### config.mk
export PLATFORM = sky130hd
export DESIGN_NAME = sem_ctrl
export DESIGN_NICKNAME = d
export VERILOG_FILES = /design/src/rtl/sem_pkg.sv /design/src/rtl/sem_ctrl.sv
export SDC_FILE = /design/constraint.sdc
export NUM_CORES = 1
export LEC_CHECK = 0
export BUFFER_PORTS_ARGS = -buffer_cell sky130_fd_sc_hd__buf_2
export CORE_AREA = 5 5 42 44
export DETAILED_ROUTE_END_ITERATION = 7
export DIE_AREA = 0 0 47 49
export PLACE_DENSITY_LB_ADDON = 0.12
export SLEW_MARGIN = 20
export SYNTH_ARGS = -nofsm -noshare
export SYNTH_HDL_FRONTEND = slang
export SYNTH_SLANG_ARGS = --single-unit
### constraint.sdc
create_clock -name clk_i -period 1.2 [get_ports clk_i]
set_clock_uncertainty 0.05 [all_clocks]
set_input_delay 0.12 -clock clk_i [delete_from_list [all_inputs] [get_ports clk_i]]
set_output_delay 0.12 -clock clk_i [all_outputs]
set_load 0.005 [all_outputs]
### src/rtl/sem_pkg.sv
// ----------------------------------------------------------------------------
// sem_pkg
// Shared types and constants of the RGB Sobel edge magnitude block.
// ----------------------------------------------------------------------------
package sem_pkg;

  localparam int unsigned PIX_W        = 24;
  localparam int unsigned CH_W         = 8;
  localparam int unsigned FW_W         = 11;
  localparam int unsigned FH_W         = 13;
  localparam int unsigned HEIGHT_LIMIT = 4096;
  localparam int unsigned SUM_W        = 21;
  localparam logic [SUM_W-1:0] ROOT_CAP = 21'd65280;

  localparam logic OP_PIXEL = 1'b0;
  localparam logic OP_DRAIN = 1'b1;

  localparam logic REG_WIDTH  = 1'b0;
  localparam logic REG_HEIGHT = 1'b1;

  typedef enum logic [2:0] {
    S_IDLE,
    S_READ,
    S_GRAD,
    S_SQUARE,
    S_ROOT,
    S_HOLD
  } sem_state_e;

  typedef struct packed {
    logic       accept;
    logic       advance;
    logic       grad;
    logic       square;
    logic       root;
    logic [2:0] bit_idx;
    logic       load_out;
  } sem_cmd_t;

  typedef struct packed {
    logic ignore;
    logic produce;
    logic out_free;
  } sem_sts_t;

endpackage

### src/rtl/sem_ctrl.sv
// ----------------------------------------------------------------------------
// sem_ctrl
// Sequencer: accept, line read/update, gradient, square, 8-step root, output.
// ----------------------------------------------------------------------------
module sem_ctrl (
  input  logic              clk_i,
  input  logic              rst_ni,
  input  logic              in_valid_i,
  output logic              in_ready_o,
  input  sem_pkg::sem_sts_t sts_i,
  output sem_pkg::sem_cmd_t cmd_o
);
  import sem_pkg::*;

  sem_state_e state_q, state_d;
  logic [2:0] cnt_q, cnt_d;

  always_ff @(posedge clk_i or negedge rst_ni) begin
    if (!rst_ni) begin
      state_q <= S_IDLE;
      cnt_q   <= '0;
    end else begin
      state_q <= state_d;
      cnt_q   <= cnt_d;
    end
  end

  always_comb begin
    state_d       = state_q;
    cnt_d         = cnt_q;
    in_ready_o    = 1'b0;
    cmd_o         = '0;
    cmd_o.bit_idx = cnt_q;
    case (state_q)
      S_IDLE: begin
        in_ready_o   = 1'b1;
        cmd_o.accept = in_valid_i;
        if (in_valid_i && !sts_i.ignore) begin
          state_d = S_READ;
        end
      end
      S_READ: begin
        cmd_o.advance = 1'b1;
        state_d = sts_i.produce ? S_GRAD : S_IDLE;
      end
      S_GRAD: begin
        cmd_o.grad = 1'b1;
        state_d    = S_SQUARE;
      end
      S_SQUARE: begin
        cmd_o.square = 1'b1;
        cnt_d        = 3'd7;
        state_d      = S_ROOT;
      end
      S_ROOT: begin
        cmd_o.root = 1'b1;
        cnt_d      = cnt_q - 3'd1;
        if (cnt_q == 3'd0) begin
          state_d = S_HOLD;
        end
      end
      S_HOLD: begin
        if (sts_i.out_free) begin
          cmd_o.load_out = 1'b1;
          state_d        = S_IDLE;
        end
      end
      default: begin
        state_d = S_IDLE;
      end
    endcase
  end

`ifndef SYNTHESIS
  a_load_free: assert property (@(posedge clk_i) disable iff (!rst_ni)
    cmd_o.load_out |-> sts_i.out_free)
    else $error("result loaded while output register busy");
  a_root_done: assert property (@(posedge clk_i) disable iff (!rst_ni)
    (state_q == S_ROOT && cnt_q == 3'd0) |=> state_q == S_HOLD)
    else $error("root iteration did not finish after eight steps");
  a_accept_go: assert property (@(posedge clk_i) disable iff (!rst_ni)
    (state_q == S_IDLE && in_valid_i && !sts_i.ignore) |=> state_q == S_READ)
    else $error("accepted item not processed");
`endif

endmodule

== After elaboration in Yosys (flattened, before gate mapping) ==
Cells that the tools add are included.

* Register bits: 6
* Input bits: 6
* Output and inout bits: 10
* Logic and storage cells: 31

* Add/sub/neg operators: 1
* Equal/unequal tests: 8
* Mux-type cells: 14
* Reductions and logical operators: 6

{| class="wikitable"
|+ Operator list
! kind !! count
|-
| $pmux W3 S6 || 1
|-
| $mux W3 || 3
|-
| $mux W1 || 8
|-
| $eq A3 B2 Y1 const B || 2
|-
| $eq A3 B3 Y1 const B || 2
|-
| $logic_not A3 Y1 || 2
|-
| $ne A2 B2 Y1 const B || 3
|-
| $pmux W3 S2 || 1
|-
| $eq A3 B1 Y1 const B || 1
|-
| $reduce_and A3 Y1 || 1
|-
| $sub A3 B1 Y3 const B || 1
|-
| $mux W2 || 1
|-
| $reduce_bool A2 Y1 || 1
|-
| $logic_and A1 B1 Y1 || 1
|-
| $logic_not A1 Y1 || 1
|}

== Longest topological paths before layout ==
Gate-level depths: netlist (run 1).

* Word-level depth: 4
* Depth in mapped cells: 5
* Mapped depth without buffers: 5

== Worst setup path after synthesis (run 1) ==
No wires, ideal clock.

* Kind: register to register
* Start: reg cnt_q[0]
* End: reg cnt_q[2]
* Library setup time: 0.087 ns
* Data arrival time: 1.030 ns
* Data required time: 1.063 ns
* Setup slack: 0.034 ns
* Stages on the path, launching flop included: 5
* Buffers on the path: 0
* Path through: dfrtp_1 > inv_1 > ha_1 > ha_1 > o211ai_1

* Word-level cells in the longest chain between the ends: 2

{| class="wikitable"
|+ RTL lines
! item !! RTL line !! RTL
|-
| from (decl) || sem_ctrl.sv:16 || <nowiki>logic [2:0] cnt_q, cnt_d;</nowiki>
|-
| from (signal assigned) || sem_ctrl.sv:24 || <nowiki>cnt_q <= cnt_d;</nowiki>
|-
| $sub A3 B1 Y3 || sem_ctrl.sv:57 || <nowiki>cnt_d = cnt_q - 3'd1;</nowiki>
|-
| $pmux W3 S2 || sem_ctrl.sv:34 || <nowiki>case (state_q)</nowiki>
|}

No other way between the ends.
A chain may end at the register's enable or synchronous reset.

==> metrics.cfg, run 1 <==
[status]
outcome=finished with violations
violations=setup timing

[sta]
rsz0062_at_grt=true
finalSetupViolCount=7
fin_ws_ps=-117
timing.fmax_ghz=0.759
worstMarginPinSlew_ps=190
period_needed_ps=1320
maxSlewViolCount=0
max_slew_margin_pct=87.3
period_share_pct=110
hold_viol_final=0
hold_ws_ps=23.9

[clock_tree]
cts_max_level=1
clk_pin_slew_worst_paths_ps=50
cts_buffers=3
clkSinkCount=6
clock_latency_ps=240
cts_tree=done
cts_buffer_depth=2
root_buffer=clkbuf_4

[power_and_ir_drop]
leakagePower_nw=0.312
vdd_drop_max_v=0.000868
p_per_area_nw_per_um2=2610

[worst_setup_path]
rr_worst_depth=4
worst_path_largest_cell_delay_ps=450
worst_setup_path_end_kind=output pin
crit_type=reg2out
critPathSlowestCell=dfrtp_2
path_buf_inv=1
worstPathMaxFanout=8
r2r_slack_ps=60
critPathTopFamily=flip-flops
required_ps=1030
r2r-end=cnt_q[1]
crit_chain=nor3_2, and2_1, buf_2
rr_startpoint=state_q[0]
crit_arrival_ps=1150
start_kind=register

[yosys]
synth_top_family_by_area=simple AND/OR/NAND/NOR gates
synth-xor-area-share_pct=0
synth_mux_area_share_pct=2.72
synthAdderAreaFrac_pct=6.80
ys_seq_elements=6
synth-seq-area-share_pct=40.8
syn_inst=42
synthSimpleGateAreaFrac_pct=31.3
syn-num-nets=50
yosys_warnings=0
syn_area_sq_um=368
synth_compound_area_share_pct=12.9
syn_avg_cell_area_sq_um=8.76
synth.distinct_cells=18

[worst_hold_path]
hold_path_class=in2reg
hold_depth=2
holdPathEnd=state_q[1]
min_from=sts_i[1]

[grt]
busiest_layer=met2
grt_max_degree=9
grt_pass1_vias=343
gr-usage-all-layers_pct=9.48
grt_pass1_wl_um=1550
antenna_found_initial=0
met3_usage_pct=5.54
globalRouteOverflowTotal=0
grt_use_met2_pct=13.1
gr-usage-met1_pct=12.2

[die]
dieHeight_um=49
pin_count=16
core_sq_um=1400
rows=14
dieArea_sq_um=2300
fp.dieW_um=47
initial_core_util_pct=26.3

[cells_and_area]
fin_cells=82
ff_latch_area_sq_um=154
layout-drive-gt1-share_pct=54.5
area.growth.synth_to_final_pct=59.9
fin_nets=76
final_cell_area_sq_um=588
multiInputGateArea_sq_um=228
n_antenna_cell=0
fill_cells=157

[routing]
routed_wirelength_um=1020
first_pass_iters=4
routedWlPerCell_um=12.4
vias=367
ant_nets=0
routed_via_density=4.48
dr.first_iter.drc_count=3
drc=0

[placed_design]
place_ws_ps=51.1
place_area_sq_um=480
dp_hpwl_um=701
gp_congestion=0.694
port_buffers=15
dp.cells=75

[flow_run]
cap_violations=0

==> sequential cells by signal (all words and copies together) (netlist names) <==
signal	flops
cnt_q	3
state_q	3
==> worst max path at each step <==
stage | startpoint | to | slack [ps] | cells past startpoint
after floorplan | cnt_q[0] | cnt_q[2] | 30 | 4
final | state_q[1] | cmd_o[8] | -120 | 3
after global routing | state_q[1] | cmd_o[8] | -200 | 3
after CTS | state_q[0] | cmd_o[7] | -110 | 3
after detailed placement | cnt_q[0] | cnt_q[2] | 50 | 4
after global placement | state_q[0] | cmd_o[5] | 80 | 3
==> layout by cell type, fill, tap and decap left out, types with 3 or more instances in the layout <==
cell type / instances
buf_2: 12
buf_4: 6
buf_6: 3
clkbuf_4: 3
dfrtp_1: 3
dfrtp_2: 3
inv_1: 4
nand2_1: 4
nor2_1: 3
o21ai_0: 3
==> synth_stat cells (all sizes together) <==
| cell type | instances | area share (%) |
|---|---|---|
| nor3 | 1 | 1.4 |
| nor2b | 2 | 5.4 |
| and2b | 1 | 2.7 |
| o211ai | 2 | 4.1 |
| mux2i | 1 | 2.7 |
| nor2 | 4 | 4.1 |
| nand2 | 5 | 5.1 |
| a21o | 1 | 2.0 |
| and2 | 3 | 5.1 |
| nor3b | 1 | 2.0 |
| ha | 2 | 6.8 |
| buf | 1 | 1.4 |
| dfrtp | 6 | 41 |
| nand2b | 2 | 3.4 |
| o21ai | 5 | 6.8 |
| nand3b | 1 | 2.0 |
| inv | 4 | 4.1 |
==> through the flow <==
stage               setup TNS [ps]  utilization (%)  total power, mW
finish                        -527             42.0             1.53
global route                  -990             42.0             1.68
CTS                           -543             40.2             1.49
detailed placement               0             34.3             1.12
global placement                 0             34.3             1.12
floorplan                        0                -            0.814
==> what timing repair did <==
item / 4_1_cts / 5_1_grt
pin swaps: 2 / 3
buffers inserted: 2 / 1
setup endpoints to repair: 7 / 9
hold buffers: 1 / 0
gates cloned: 0 / 0
resized for setup: 10 / 5
hold endpoints to repair: 6 / 0
==> worst register-to-register path: stages (launching register included) <==
cell and delay, ps:
dfrtp_2 460, nor2b_4 160, buf_4 140, o21ai_1 120, o211ai_1 90
==> kinds of logic after synthesis <==
| group | Yosys count |
|---|---|
| and+or+nand+nor | 20 |
| adders and majority gates | 2 |
| DFF | 6 |
| buffers and inverters | 5 |
| AOI/OAI and AO/OA | 8 |
| muxes | 1 |
==> report_power, final <==
group | internal, mW | total (mW) | switching (mW)
Combinational | 0.527 | 0.888 | 0.361
Sequential | 0.305 | 0.454 | 0.148
Clock | 0.114 | 0.192 | 0.0782
Total | 0.946 | 1.53 | 0.587
==> layout make-up <==
| class | instances | share of cell area (%) |
|---|---|---|
| Multi-Input combinational cell | 31 | 38.7 |
| Sequential cell | 6 | 26.2 |
| Timing Repair Buffer | 22 | 25.3 |
| Clock buffer | 3 | 3.83 |
| Tap cell | 16 | 3.40 |
| Inverter | 4 | 2.55 |
==> layer usage <==
metal	share of wire, %	wire length, um
met1	46	468
met2	45	459
met5	0	0
met4	0.59	6
met3	8.1	82
(Power assumes the default switching activity.)
==> run 2, diff against run 1 <==
--- a/config.mk
+++ b/config.mk
@@ -5,7 +5,7 @@
 export SDC_FILE = /design/constraint.sdc
 export NUM_CORES = 1
 export LEC_CHECK = 0
-export BUFFER_PORTS_ARGS = -buffer_cell sky130_fd_sc_hd__buf_2
+export BUFFER_PORTS_ARGS = -buffer_cell sky130_fd_sc_hd__buf_4
 export CORE_AREA = 5 5 42 44
 export DETAILED_ROUTE_END_ITERATION = 7
 export DIE_AREA = 0 0 47 49
==> run 2 against run 1 <==
- the flow still finishes with violations (setup timing)
- setup slack improved by 15 ps
- clock power fell by 5%
- first-iteration DRC count fell by 67%
- hold slack got worse by 1.5 ps
- largest cell class is now buffers
- largest power group unchanged
==> metrics.cfg, run 2 (synthesized netlist as in run 1, its figures left out) <==
[power_and_ir_drop]
power_frac_seq_pct=24.9
power_frac_comb_pct=64.6
clkPwrFrac_pct=10.5
p_per_area_nw_per_um2=2620
power.share.switching_pct=34.0
power.switching_uw=593
total_power_mw=1.75
vdd_drop_max_v=0.00104
leakagePower_nw=0.362
internal_power_mw=1.15

[sta]
maxSlewViolCount=0
max_slew_margin_pct=89.3
setup-tns-final_ps=-510
rsz0062_at_grt=true
period_share_pct=108
timing.fmax_ghz=0.768
hold_ws_ps=22.3
period_needed_ps=1300
worstMarginPinSlew_ps=160
fin_ws_ps=-102
hold_viol_final=0
finalSetupViolCount=7

[placed_design]
dp.cells=75
place_ws_ps=33.5
port_buffers=15
place_area_sq_um=518
gp_congestion=0.682
dp_hpwl_um=679

[grt]
grt_pass1_wl_um=1590
grt_pass1_vias=390
globalRouteOverflowTotal=0
antenna_found_initial=0
gr-usage-all-layers_pct=9.57
grt_max_degree=8

[worst_setup_path]
critPathSlowestCell=dfrtp_2
r2r-end=cnt_q[0]
worst_setup_path_end_kind=output pin
worstPathMaxFanout=6
rr_startpoint=state_q[2]
crit_end=cmd_o[8]
required_ps=1030
crit_type=reg2out
r2r_slack_ps=10
startpoint=state_q[2]
rr_worst_depth=4
worst_path_largest_cell_delay_ps=450
crit_chain=nor3_2, and2_1, buf_4
start_kind=register
crit_arrival_ps=1130

[routing]
vias=399
first_pass_iters=2
routed_via_density=4.48
routed_wirelength_um=948
dr.first_iter.drc_count=1
routedWlPerCell_um=10.7
drc=0
ant_nets=0

[cells_and_area]
layout-drive-gt1-share_pct=56.2
fin_nets=83
n_antenna_cell=0
fin_cells=89
area.growth.synth_to_final_pct=81.0
final_cell_area_sq_um=666
final_common_cell=buf_4
top_regs=cnt_q x3, state_q x3
final_core_util_pct=47.5
layout_common_cells=buf_4 (23), nand2_1 (5), buf_6 (5)

[die]
dieHeight_um=49
dieArea_sq_um=2300
pin_count=16
fp.dieW_um=47
rows=14
core_sq_um=1400
initial_core_util_pct=26.3

[clock_tree]
root_buffer=clkbuf_4
clkSinkCount=6
cts_tree=done
clk_pin_slew_worst_paths_ps=50
cts_buffer_depth=2
cts_buffers=3
cts_max_level=1
clock_latency_ps=240

[worst_hold_path]
hold_path_class=in2reg

[status]
violations=setup timing
outcome=finished with violations

[flow_run]
cap_violations=0

==> run 2: cell types whose count changed in the layout (fill, tap and decap cells not counted), sizes merged <==
| cell | previous run | this run |
|---|---|---|
| buf | 21 | 28 |
==> run 2: area by class of cell <==
cell class	count	area, sq um
tap	16	20.0
timing repair buffer	29	239
fill	145	736
sequential	6	154
inverter	4	15.0
multi-input combinational	31	215
clock buffer	3	22.5
==> run 2: timing repair <==
item | 4_1_cts | 5_1_grt
setup endpoints to repair | 7 | 11
cloned | 0 | 0
pin swaps | 3 | 2
resized for setup | 11 | 5
setup buffers | 8 | 2
hold endpoints to repair | 6 | 0
hold buffers | 1 | 0
==> run 2: how the worst min path moves through the flow <==
stage              from          to  slack [ps]  depth (start not counted)
5_1_grt        sts_i[1]  state_q[1]          30                          2
3_5_place_dp     rst_ni  state_q[2]        -120                          1
2_1_floorplan    rst_ni    cnt_q[0]        -230                          0
6_report       sts_i[1]  state_q[1]          20                          2
4_1_cts        sts_i[1]  state_q[1]          20                          2
3_3_place_gp     rst_ni  state_q[2]        -110                          1
==> run 2: metal layers <==
metal  global-route usage, %  vias up  part of all wire (%)
li1                        -      204                     -
met1                    11.0      181                    37
met2                    14.5       12                    52
met3                    5.90        2                   9.6
met4                    2.76        0                  0.84
met5                       0        -                     0
==> run 2: power by group through the flow <==
stage | logic, mW | registers [mW] | clock network, mW
4_1_cts | 1.05 | 0.429 | 0.194
6_report | 1.13 | 0.435 | 0.183
3_5_place_dp | 0.779 | 0.415 | 0
3_3_place_gp | 0.784 | 0.411 | 0
2_1_floorplan | 0.423 | 0.390 | 0
5_1_grt | 1.26 | 0.452 | 0.206
==> run 2: critical path: cells and delay by family (launching register included) <==
| kind | cells | cell delay (ps) |
|---|---|---|
| AND/OR/NAND/NOR | 2 | 340 |
| buffers and inverters | 1 | 100 |
| flip-flops | 1 | 450 |
